--- config.mk ---
export PLATFORM = sky130hd
export DESIGN_NAME = early_stop_monitor_unit
export DESIGN_NICKNAME = d
export VERILOG_FILES = /design/src/rtl/esm_pkg.sv /design/src/rtl/esm_core.sv /design/src/rtl/early_stop_monitor_unit.sv
export SDC_FILE = /design/constraint.sdc
export NUM_CORES = 2
export LEC_CHECK = 0
export BUFFER_PORTS_ARGS = -buffer_cell sky130_fd_sc_hd__clkbuf_2
export CAP_MARGIN = 10
export CORE_MARGIN = 1
export CORE_UTILIZATION = 35
export CTS_CLUSTER_SIZE = 40
export DETAILED_ROUTE_END_ITERATION = 6
export PLACE_DENSITY = 0.61
export SLEW_MARGIN = 20
export SYNTH_ARGS = -nofsm -noshare
export SYNTH_HDL_FRONTEND = slang
export SYNTH_SLANG_ARGS = --single-unit
--- constraint.sdc ---
create_clock -name clk -period 10.8 [get_ports clk]
set_clock_uncertainty 0.2 [all_clocks]
set_input_delay 1.62 -clock clk [delete_from_list [all_inputs] [get_ports clk]]
set_output_delay 1.62 -clock clk [all_outputs]
set_load 0.02 [all_outputs]
--- src/rtl/esm_pkg.sv ---
// ----------------------------------------------------------------------------
// esm_pkg: shared types and constants of the early stop monitor
// Function codes, register indexes, cause bits and the configuration and
// result bundles passed between the top level and the evaluation core.
// ----------------------------------------------------------------------------
package esm_pkg;

    // Field widths
    localparam int OBJ_W      = 32;
    localparam int FACTOR_W   = 24;
    localparam int STEPS_W    = 13;
    localparam int TRIAL_W    = 12;
    localparam int CAUSE_W    = 7;
    localparam int BEST_OUT_W = 13;

    // Q16.16 extremes, used as infinities
    localparam logic signed [OBJ_W-1:0] Q_MAX = 32'sh7FFF_FFFF;
    localparam logic signed [OBJ_W-1:0] Q_MIN = 32'sh8000_0000;

    // Function codes of an input item (code 3 is unused)
    localparam logic [1:0] FUNC_FIRST   = 2'd0;
    localparam logic [1:0] FUNC_REPORT  = 2'd1;
    localparam logic [1:0] FUNC_RESTART = 2'd2;

    // Configuration register indexes
    localparam logic [2:0] CFG_LOWER_BOUND    = 3'd0;
    localparam logic [2:0] CFG_UPPER_BOUND    = 3'd1;
    localparam logic [2:0] CFG_DEGRADE_LIMIT  = 3'd2;
    localparam logic [2:0] CFG_REL_DEGRADE    = 3'd3;
    localparam logic [2:0] CFG_IMPROVE_FLOOR  = 3'd4;
    localparam logic [2:0] CFG_REL_IMPROVE    = 3'd5;
    localparam logic [2:0] CFG_PATIENCE_STEPS = 3'd6;
    localparam logic [2:0] CFG_WARMUP_STEPS   = 3'd7;

    // Cause mask bit positions
    localparam int CAUSE_LOW         = 0;
    localparam int CAUSE_HIGH        = 1;
    localparam int CAUSE_PATIENCE    = 2;
    localparam int CAUSE_DEGRADE     = 3;
    localparam int CAUSE_REL_DEGRADE = 4;
    localparam int CAUSE_IMPROVE     = 5;
    localparam int CAUSE_REL_IMPROVE = 6;

    typedef struct packed {
        logic signed [OBJ_W-1:0]    lower_bound;
        logic signed [OBJ_W-1:0]    upper_bound;
        logic signed [OBJ_W-1:0]    degradation_limit;
        logic signed [FACTOR_W-1:0] relative_degradation;
        logic signed [OBJ_W-1:0]    improvement_floor;
        logic signed [FACTOR_W-1:0] relative_improvement;
        logic [STEPS_W-1:0]         patience_steps;
        logic [STEPS_W-1:0]         warmup_steps;
    } cfg_t;

    typedef struct packed {
        logic                   trial_valid;
        logic [TRIAL_W-1:0]     trial_index;
        logic                   stopped;
        logic [CAUSE_W-1:0]     cause_mask;
        logic [BEST_OUT_W-1:0]  best_trial;
    } res_t;

endpackage

--- src/rtl/esm_core.sv ---
// ----------------------------------------------------------------------------
// esm_core: monitor state and single-pass evaluation of one item
// Holds trial count, previous and best objective, best step and stop flag,
// and forms the result of the item presented this cycle from that state.
// ----------------------------------------------------------------------------
module esm_core #(
    parameter int NUM_TRIALS = 256
) (
    input  logic                       clk,
    input  logic                       rst_n,
    input  logic                       fire,
    input  logic [1:0]                 func,
    input  logic signed [31:0]         objective,
    input  esm_pkg::cfg_t              cfg,
    output esm_pkg::res_t              res
);
    import esm_pkg::*;

    localparam int STEP_W = $clog2(NUM_TRIALS + 1);
    // wide enough for step minus best step and for the 13-bit step registers
    localparam int CW     = (STEP_W + 2 > STEPS_W + 2) ? STEP_W + 2 : STEPS_W + 2;
    localparam int PROD_W = (FACTOR_W - 1) + OBJ_W;
    localparam int CMP_W  = PROD_W + 2;

    logic [STEP_W-1:0]        trials_reg,   trials_next;
    logic signed [OBJ_W-1:0]  prev_reg,     prev_next;
    logic signed [OBJ_W-1:0]  best_reg,     best_next;
    logic signed [STEP_W:0]   best_idx_reg, best_idx_next;
    logic                     stop_reg,     stop_next;

    logic                     is_report;
    logic                     is_restart;
    logic                     active;
    logic                     warm;
    logic                     better;
    logic signed [STEP_W:0]   best_idx_new;
    logic signed [OBJ_W:0]    obj_x;
    logic signed [OBJ_W:0]    deg_diff;
    logic signed [OBJ_W:0]    deg_eff;
    logic signed [OBJ_W:0]    imp_diff;
    logic [OBJ_W-1:0]         best_mag;
    logic [OBJ_W-1:0]         prev_mag;
    logic [PROD_W-1:0]        deg_prod;
    logic [PROD_W-1:0]        imp_prod;
    logic signed [CMP_W-1:0]  deg_lhs;
    logic signed [CMP_W-1:0]  imp_lhs;
    logic signed [CW-1:0]     pat_diff;
    logic                     best_inf_new;
    logic                     prev_inf;
    logic [CAUSE_W-1:0]       cause_raw;
    logic                     stop_hit;
    logic                     stop_after;
    logic                     issue;

    // Decode the item
    assign is_report  = (func == FUNC_REPORT);
    assign is_restart = (func == FUNC_RESTART);
    assign active     = ((func == FUNC_FIRST) || is_report) && !stop_reg;

    // Warmup gate and best tracking
    assign warm         = CW'(trials_reg) >= CW'(cfg.warmup_steps);
    assign better       = (objective < best_reg) && warm;
    assign best_idx_new = better ? $signed({1'b0, trials_reg}) : best_idx_reg;
    assign best_inf_new = !better && (best_reg == Q_MAX);
    assign prev_inf     = (prev_reg == Q_MAX);

    // Exact differences; degradation is zero when the best moves to this item
    assign obj_x    = {objective[OBJ_W-1], objective};
    assign deg_diff = obj_x - $signed({best_reg[OBJ_W-1], best_reg});
    assign deg_eff  = better ? '0 : deg_diff;
    assign imp_diff = $signed({prev_reg[OBJ_W-1], prev_reg}) - obj_x;

    // Magnitudes and relative limits; a negative factor disables the test
    assign best_mag = best_reg[OBJ_W-1] ? (~best_reg + 32'd1) : best_reg;
    assign prev_mag = prev_reg[OBJ_W-1] ? (~prev_reg + 32'd1) : prev_reg;
    assign deg_prod = PROD_W'(cfg.relative_degradation[FACTOR_W-2:0]) * PROD_W'(best_mag);
    assign imp_prod = PROD_W'(cfg.relative_improvement[FACTOR_W-2:0]) * PROD_W'(prev_mag);
    assign deg_lhs  = {{(CMP_W-OBJ_W-17){deg_eff[OBJ_W]}}, deg_eff, 16'b0};
    assign imp_lhs  = {{(CMP_W-OBJ_W-17){imp_diff[OBJ_W]}}, imp_diff, 16'b0};

    // Steps since the best
    assign pat_diff = $signed(CW'(trials_reg)) - CW'(best_idx_new);

    // Stop tests
    always_comb
    begin
        cause_raw = '0;
        cause_raw[CAUSE_LOW]  = objective < cfg.lower_bound;
        cause_raw[CAUSE_HIGH] = objective > cfg.upper_bound;
        cause_raw[CAUSE_PATIENCE] = pat_diff >= $signed(CW'(cfg.patience_steps));
        cause_raw[CAUSE_DEGRADE] = !best_inf_new && (cfg.degradation_limit != Q_MAX)
            && (deg_eff > $signed({cfg.degradation_limit[OBJ_W-1], cfg.degradation_limit}));
        cause_raw[CAUSE_REL_DEGRADE] = !best_inf_new && !cfg.relative_degradation[FACTOR_W-1]
            && (deg_lhs > $signed({2'b00, deg_prod}));
        cause_raw[CAUSE_IMPROVE] = !prev_inf && (cfg.improvement_floor != Q_MIN)
            && (imp_diff < $signed({cfg.improvement_floor[OBJ_W-1], cfg.improvement_floor}));
        cause_raw[CAUSE_REL_IMPROVE] = !prev_inf && !cfg.relative_improvement[FACTOR_W-1]
            && (imp_lhs < $signed({2'b00, imp_prod}));
    end

    assign stop_hit   = warm && (cause_raw != '0);
    assign stop_after = (active && is_report) ? stop_hit : stop_reg;
    assign issue      = active && !stop_after && (CW'(trials_reg) < CW'(NUM_TRIALS));

    // Result of the item
    always_comb
    begin
        res.trial_valid = issue;
        res.trial_index = issue ? TRIAL_W'(trials_reg) : '0;
        res.stopped     = is_restart ? 1'b0 : stop_after;
        res.cause_mask  = (active && is_report && stop_hit) ? cause_raw : '0;
        if (is_restart)
        begin
            res.best_trial = '1;
        end
        else if (active && is_report)
        begin
            res.best_trial = BEST_OUT_W'(best_idx_new);
        end
        else
        begin
            res.best_trial = BEST_OUT_W'(best_idx_reg);
        end
    end

    // Next state
    always_comb
    begin
        trials_next   = trials_reg;
        prev_next     = prev_reg;
        best_next     = best_reg;
        best_idx_next = best_idx_reg;
        stop_next     = stop_reg;
        if (fire)
        begin
            if (is_restart)
            begin
                trials_next   = '0;
                prev_next     = Q_MAX;
                best_next     = Q_MAX;
                best_idx_next = '1;
                stop_next     = 1'b0;
            end
            else
            begin
                if (active && is_report)
                begin
                    prev_next     = objective;
                    best_idx_next = best_idx_new;
                    stop_next     = stop_hit;
                    if (better)
                    begin
                        best_next = objective;
                    end
                end
                if (issue)
                begin
                    trials_next = trials_reg + STEP_W'(1);
                end
            end
        end
    end

    // Hold state
    always_ff @(posedge clk or negedge rst_n)
    begin
        if (!rst_n)
        begin
            trials_reg   <= '0;
            prev_reg     <= Q_MAX;
            best_reg     <= Q_MAX;
            best_idx_reg <= '1;
            stop_reg     <= 1'b0;
        end
        else
        begin
            trials_reg   <= trials_next;
            prev_reg     <= prev_next;
            best_reg     <= best_next;
            best_idx_reg <= best_idx_next;
            stop_reg     <= stop_next;
        end
    end

`ifndef SYNTHESIS
    // Only a restart clears the stop flag
    a_stop_sticky: assert property (@(posedge clk) disable iff (!rst_n)
        stop_reg && !(fire && is_restart) |=> stop_reg)
        else $error("stop flag cleared without a restart");

    // The best step never lies ahead of the trials issued
    a_best_behind: assert property (@(posedge clk) disable iff (!rst_n)
        best_idx_reg <= $signed({1'b0, trials_reg}))
        else $error("best step beyond trial count");

    // Trial count stays within the trial range
    a_trials_range: assert property (@(posedge clk) disable iff (!rst_n)
        CW'(trials_reg) <= CW'(NUM_TRIALS))
        else $error("trial count beyond range");

    // A restart returns the monitor to its reset state
    a_restart: assert property (@(posedge clk) disable iff (!rst_n)
        fire && is_restart |=> (trials_reg == '0) && !stop_reg && (best_idx_reg == '1)
            && (best_reg == Q_MAX) && (prev_reg == Q_MAX))
        else $error("restart left state behind");
`endif

endmodule

--- src/rtl/early_stop_monitor_unit.sv ---
// ----------------------------------------------------------------------------
// early_stop_monitor_unit: early stopping with patience over objectives
// Usage:
//   s_* carries request items: s_tuser[1:0] func (first, report, restart),
//   s_tdata[31:0] objective in signed Q16.16.
//   m_* carries one result item per request: m_tuser is trial_valid, m_tdata
//   holds trial index, stop flag, cause mask and best step.
//   cfg_wen/cfg_index/cfg_data write the eight limit registers; write only
//   while no item is in flight.
// Path: an accepted item waits in the input register, then after one pass of
//   compare and multiply its result is loaded into the result register.
// Throughput: one item per cycle unless m_tready stalls; the monitor state is
//   updated in the same pass that forms the result, so the next item sees it at once.
// Stall: while m_tready is low the result register holds; one more item is
//   taken into the input register and then s_tready drops.
// Reset: rst_n clears both stages, restores register defaults and puts the
//   monitor in its restart state (no best, trial count zero, not stopped).
// ----------------------------------------------------------------------------
module early_stop_monitor_unit #(
    parameter int NUM_TRIALS = 256
) (
    input  logic        clk,
    input  logic        rst_n,
    // request items
    input  logic        s_tvalid,
    output logic        s_tready,
    input  logic [31:0] s_tdata,    // [31:0] objective
    input  logic [1:0]  s_tuser,    // [1:0] func
    // result items
    output logic        m_tvalid,
    input  logic        m_tready,
    output logic [39:0] m_tdata,    // [11:0] trial_index, [12] stopped,
                                    // [19:13] cause_mask, [32:20] best step
    output logic        m_tuser,    // [0] trial_valid
    // configuration writes
    input  logic        cfg_wen,
    input  logic [2:0]  cfg_index,
    input  logic [31:0] cfg_data
);
    import esm_pkg::*;

    cfg_t               cfg_reg;
    logic               in_valid_reg;
    logic [1:0]         in_func_reg;
    logic signed [31:0] in_obj_reg;
    logic               out_valid_reg;
    res_t               out_res_reg;
    res_t               core_res;
    logic               advance;

    // Move an item into the result register when it is free or being taken
    assign advance  = in_valid_reg && (!out_valid_reg || m_tready);
    assign s_tready = !in_valid_reg || advance;

    // Write configuration registers
    always_ff @(posedge clk or negedge rst_n)
    begin
        if (!rst_n)
        begin
            cfg_reg.lower_bound          <= Q_MIN;
            cfg_reg.upper_bound          <= Q_MAX;
            cfg_reg.degradation_limit    <= Q_MAX;
            cfg_reg.relative_degradation <= -24'sd65536;
            cfg_reg.improvement_floor    <= Q_MIN;
            cfg_reg.relative_improvement <= -24'sd65536;
            cfg_reg.patience_steps       <= 13'd100;
            cfg_reg.warmup_steps         <= 13'd0;
        end
        else if (cfg_wen)
        begin
            unique case (cfg_index)
                CFG_LOWER_BOUND:    cfg_reg.lower_bound          <= cfg_data;
                CFG_UPPER_BOUND:    cfg_reg.upper_bound          <= cfg_data;
                CFG_DEGRADE_LIMIT:  cfg_reg.degradation_limit    <= cfg_data;
                CFG_REL_DEGRADE:    cfg_reg.relative_degradation <= cfg_data[FACTOR_W-1:0];
                CFG_IMPROVE_FLOOR:  cfg_reg.improvement_floor    <= cfg_data;
                CFG_REL_IMPROVE:    cfg_reg.relative_improvement <= cfg_data[FACTOR_W-1:0];
                CFG_PATIENCE_STEPS: cfg_reg.patience_steps       <= cfg_data[STEPS_W-1:0];
                CFG_WARMUP_STEPS:   cfg_reg.warmup_steps         <= cfg_data[STEPS_W-1:0];
            endcase
        end
    end

    // Input register: take an item whenever the stage is free or draining
    always_ff @(posedge clk or negedge rst_n)
    begin
        if (!rst_n)
        begin
            in_valid_reg <= 1'b0;
        end
        else if (s_tvalid && s_tready)
        begin
            in_valid_reg <= 1'b1;
        end
        else if (advance)
        begin
            in_valid_reg <= 1'b0;
        end
    end

    always_ff @(posedge clk)
    begin
        if (s_tvalid && s_tready)
        begin
            in_func_reg <= s_tuser;
            in_obj_reg  <= s_tdata;
        end
    end

    esm_core #(
        .NUM_TRIALS (NUM_TRIALS)
    ) u_core (
        .clk       (clk),
        .rst_n     (rst_n),
        .fire      (advance),
        .func      (in_func_reg),
        .objective (in_obj_reg),
        .cfg       (cfg_reg),
        .res       (core_res)
    );

    // Result register: load on advance, drop once taken
    always_ff @(posedge clk or negedge rst_n)
    begin
        if (!rst_n)
        begin
            out_valid_reg <= 1'b0;
        end
        else if (advance)
        begin
            out_valid_reg <= 1'b1;
        end
        else if (m_tready)
        begin
            out_valid_reg <= 1'b0;
        end
    end

    always_ff @(posedge clk)
    begin
        if (advance)
        begin
            out_res_reg <= core_res;
        end
    end

    assign m_tvalid = out_valid_reg;
    assign m_tuser  = out_res_reg.trial_valid;
    assign m_tdata  = {7'b0, out_res_reg.best_trial, out_res_reg.cause_mask,
                       out_res_reg.stopped, out_res_reg.trial_index};

`ifndef SYNTHESIS
    // A cause is only reported together with the stop
    a_cause_stops: assert property (@(posedge clk) disable iff (!rst_n)
        out_valid_reg && (out_res_reg.cause_mask != '0) |-> out_res_reg.stopped)
        else $error("cause reported without stop");

    // No trial is handed out by a stopped monitor
    a_trial_running: assert property (@(posedge clk) disable iff (!rst_n)
        out_valid_reg && out_res_reg.trial_valid |-> !out_res_reg.stopped
            && (out_res_reg.cause_mask == '0))
        else $error("trial given while stopped");

    // A waiting item stays put while the result side is blocked
    a_input_held: assert property (@(posedge clk) disable iff (!rst_n)
        in_valid_reg && out_valid_reg && !m_tready |=> in_valid_reg
            && $stable(in_obj_reg) && $stable(in_func_reg))
        else $error("input item lost during stall");
`endif

endmodule

==> flow_metrics.tcl <==
set metrics [dict create \
    start_util_pct 35.2 \
    worstMarginPinSlew_ns 1.13 \
    die_h_um 453 \
    rows 165 \
    timing.fmax_mhz 82.9 \
    placed_area_sq_um 80600 \
    die-area_sq_um 205000 \
    clk_pin_slew_worst_paths_ns 0.06 \
    via_per_inst 5.05 \
    path_max_fanout 5 \
    rr_worst_depth 48 \
    gr-total-overflow 0 \
    max_slew_margin_pct 24.3 \
    cpMaxStageDelayCell "or4_4" \
    cts_sinks 350 \
    yosys.cell_types.count 100 \
    endpoint_kind "register" \
    cts_root_buf "clkbuf_16" \
    path_buf_inv 9 \
    finalHoldViolations 0 \
    synth_top_flop_cell "dfstp_2" \
    final_cells 11300 \
    pre_cts_ws_ns -1.80 \
    crit_family "adder cells" \
    rsz0062_at_grt "yes" \
    largest_reg_flops 202 \
    fin_util_pct 41.4 \
    core-area_sq_um 202000 \
    timing.rr.end "m_tdata[13]" \
    synth-seq-cells 350 \
    violations "negative setup slack" \
    antenna_found_initial 14 \
    max_cap_violations 0 \
    post-dp-hpwl_mm 177 \
    ios 117 \
    cts_hold_buf 0 \
    crit_type "reg -> reg" \
    syn_inst 7936 \
    required_ns 10.96 \
    yosysWarnings 0 \
    ys_seq_area_share_pct 13.0 \
    avgSynthCellArea_sq_um 8.95 \
    max_stage_delay_ns 0.53 \
    rrSetupSlack_ns -1.27 \
    ant_nets 0 \
    drive_above_1_share_pct 17.8 \
    cts_buffers 45 \
    drt-wirelength-per-cell_um 18.9 \
    fin_crit_sh_pct 112 \
    io_buffer_count 106 \
    vias 56900 \
    drt_iter0_drc 3552 \
    layout_setup_ws_ns -1.27 \
    hold_path.class "reg -> reg" \
    setup.worst_path.start "u_core.prev_reg[6]" \
    clockBufferDepth 3 \
    grt_use_total_pct 21.2 \
    min_period_ns 12.07 \
    cp.arrival_ns 12.23 \
    dp_cells 11100 \
    setup_viol_count_final 25 \
    grt_start_max_net_pins 174 \
    worst-path-stages 48 \
    final_common_cell "inv_1" \
    fin_nets 10500 \
    first_pass_iters 5 \
    finalInstanceArea_sq_um 83600 \
    setup.worst_path.end "m_tdata[13]" \
    fillers 19800 \
    start_kind "register" \
    layout_common_cells "1583 x inv_1, 1236 x fa_1, 1137 x nand2_1" \
    drc 0 \
    ys_async_sr_fraction_pct 82.3 \
    place_congestion 0.921 \
    clock_latency_ns 0.61 \
    grt_pass1_wl_mm 342 \
    totalWireLength_mm 213 \
    grt_pass1_vias 60300 \
    mappedNetlistArea_sq_um 71000 \
    die_x_um 453 \
    r2r_start "u_core.prev_reg[6]" \
    cp_common_cell "fa_1" \
    cts_tree "built" \
    status "finished, violations left" \
    hold_path_startpoint "in_valid_reg" \
    htree_levels 2 \
    synth_edf_count 62 \
    area_delta_synth_final_pct 17.7 \
    drv_slew 0 \
]
-- cells in the mapped netlist (16+ instances only) --
library cell	instances	share of area [%]
fa_1	1257	35
o21bai_1	22	0.23
o21ai_0	289	2.0
dfstp_2	155	5.7
xnor2_1	147	1.8
mux2_2	79	1.3
o211ai_1	38	0.40
a21oi_1	234	1.6
and2_1	621	5.5
a211oi_1	37	0.39
a21o_1	106	1.1
nor2b_1	25	0.22
inv_1	1602	8.5
o31ai_1	23	0.24
dfrtp_1	133	4.7
nand2_1	1155	6.1
xor2_1	57	0.70
clkbuf_1	357	1.9
nor3_1	44	0.31
mux2i_1	16	0.23
o21a_1	32	0.34
edfxtp_1	62	2.6
nor2_1	210	1.1
o22a_1	32	0.39
nand2b_1	36	0.32
nor4_1	38	0.33
ha_1	663	12
nand3_1	56	0.39
and3_1	23	0.20
a31oi_1	54	0.48
nand4_1	90	0.79
-- final cells by class --
cell class,instances,area (sq um),area share (%)
clock buffer,59,1250,1.50
tap,2672,3340,4.00
antenna,12,30.0,0.0359
multi-input combinational,5614,56000,66.9
timing repair buffer,921,7490,8.95
sequential,350,9260,11.1
clock inverter,25,246,0.295
inverter,1604,6020,7.20
-- worst reg2reg max path: cells and delay by family (launching register included) --
family                     cells  cell delay [ns]
DFF                            1             0.37
buffers and inverters          9             0.99
xor gates and xnor gates       2             0.37
and+or+nand+nor               13             3.26
adders and majority gates      9             3.92
AOI/OAI and AO/OA             15             2.70
-- metrics by stage --
stage               hold slack (ns)  TNS [ns]
finish                        0.297    -28.84
global route                  0.317    -43.86
CTS                           0.305    -29.10
detailed placement            0.286    -40.90
global placement              0.270    -32.30
floorplan                     0.257     -5.92
-- cell families (layout without fill, tap and decap cells) --
kind of cell	count (synthesis)	after routing	share of synthesized area, %
AO/OA/AOI/OAI	1016	1016	9.29
XOR/XNOR	204	204	2.51
adder cells (fa/ha/maj)	1920	1920	47.1
buffers and inverters	1983	2609	10.6
flip-flops	350	350	13.0
multiplexers	96	96	1.49
other	1	23	0.00528
AND/OR/NAND/NOR	2366	2367	16.0
-- routing by layer --
metal,global-route usage (%),vias to the layer above,wire length (um)
li1,-,25900,-
met1,28.3,29200,92000
met2,35.7,1429,103000
met3,1.64,316,8930
met4,7.88,0,9460
met5,0,-,0
-- how the worst min path moves through the flow --
stage,slack (ns),to,cells past startpoint
2_1_floorplan,0.26,m_tvalid,1
3_3_place_gp,0.27,m_tvalid,1
3_5_place_dp,0.29,m_tvalid,1
4_1_cts,0.31,cfg_reg[170],1
5_1_grt,0.32,cfg_reg[140],2
6_report,0.30,m_tvalid,1
-- what timing repair did --
item,4_1_cts,5_1_grt
gates resized for setup,115,142
pin swaps,73,101
setup endpoints to repair,25,25
cloned,2,0
buffers inserted,21,25
Power is not shown: default switching activity piles up to over one toggle a cycle in this logic, so the estimate is an artifact.
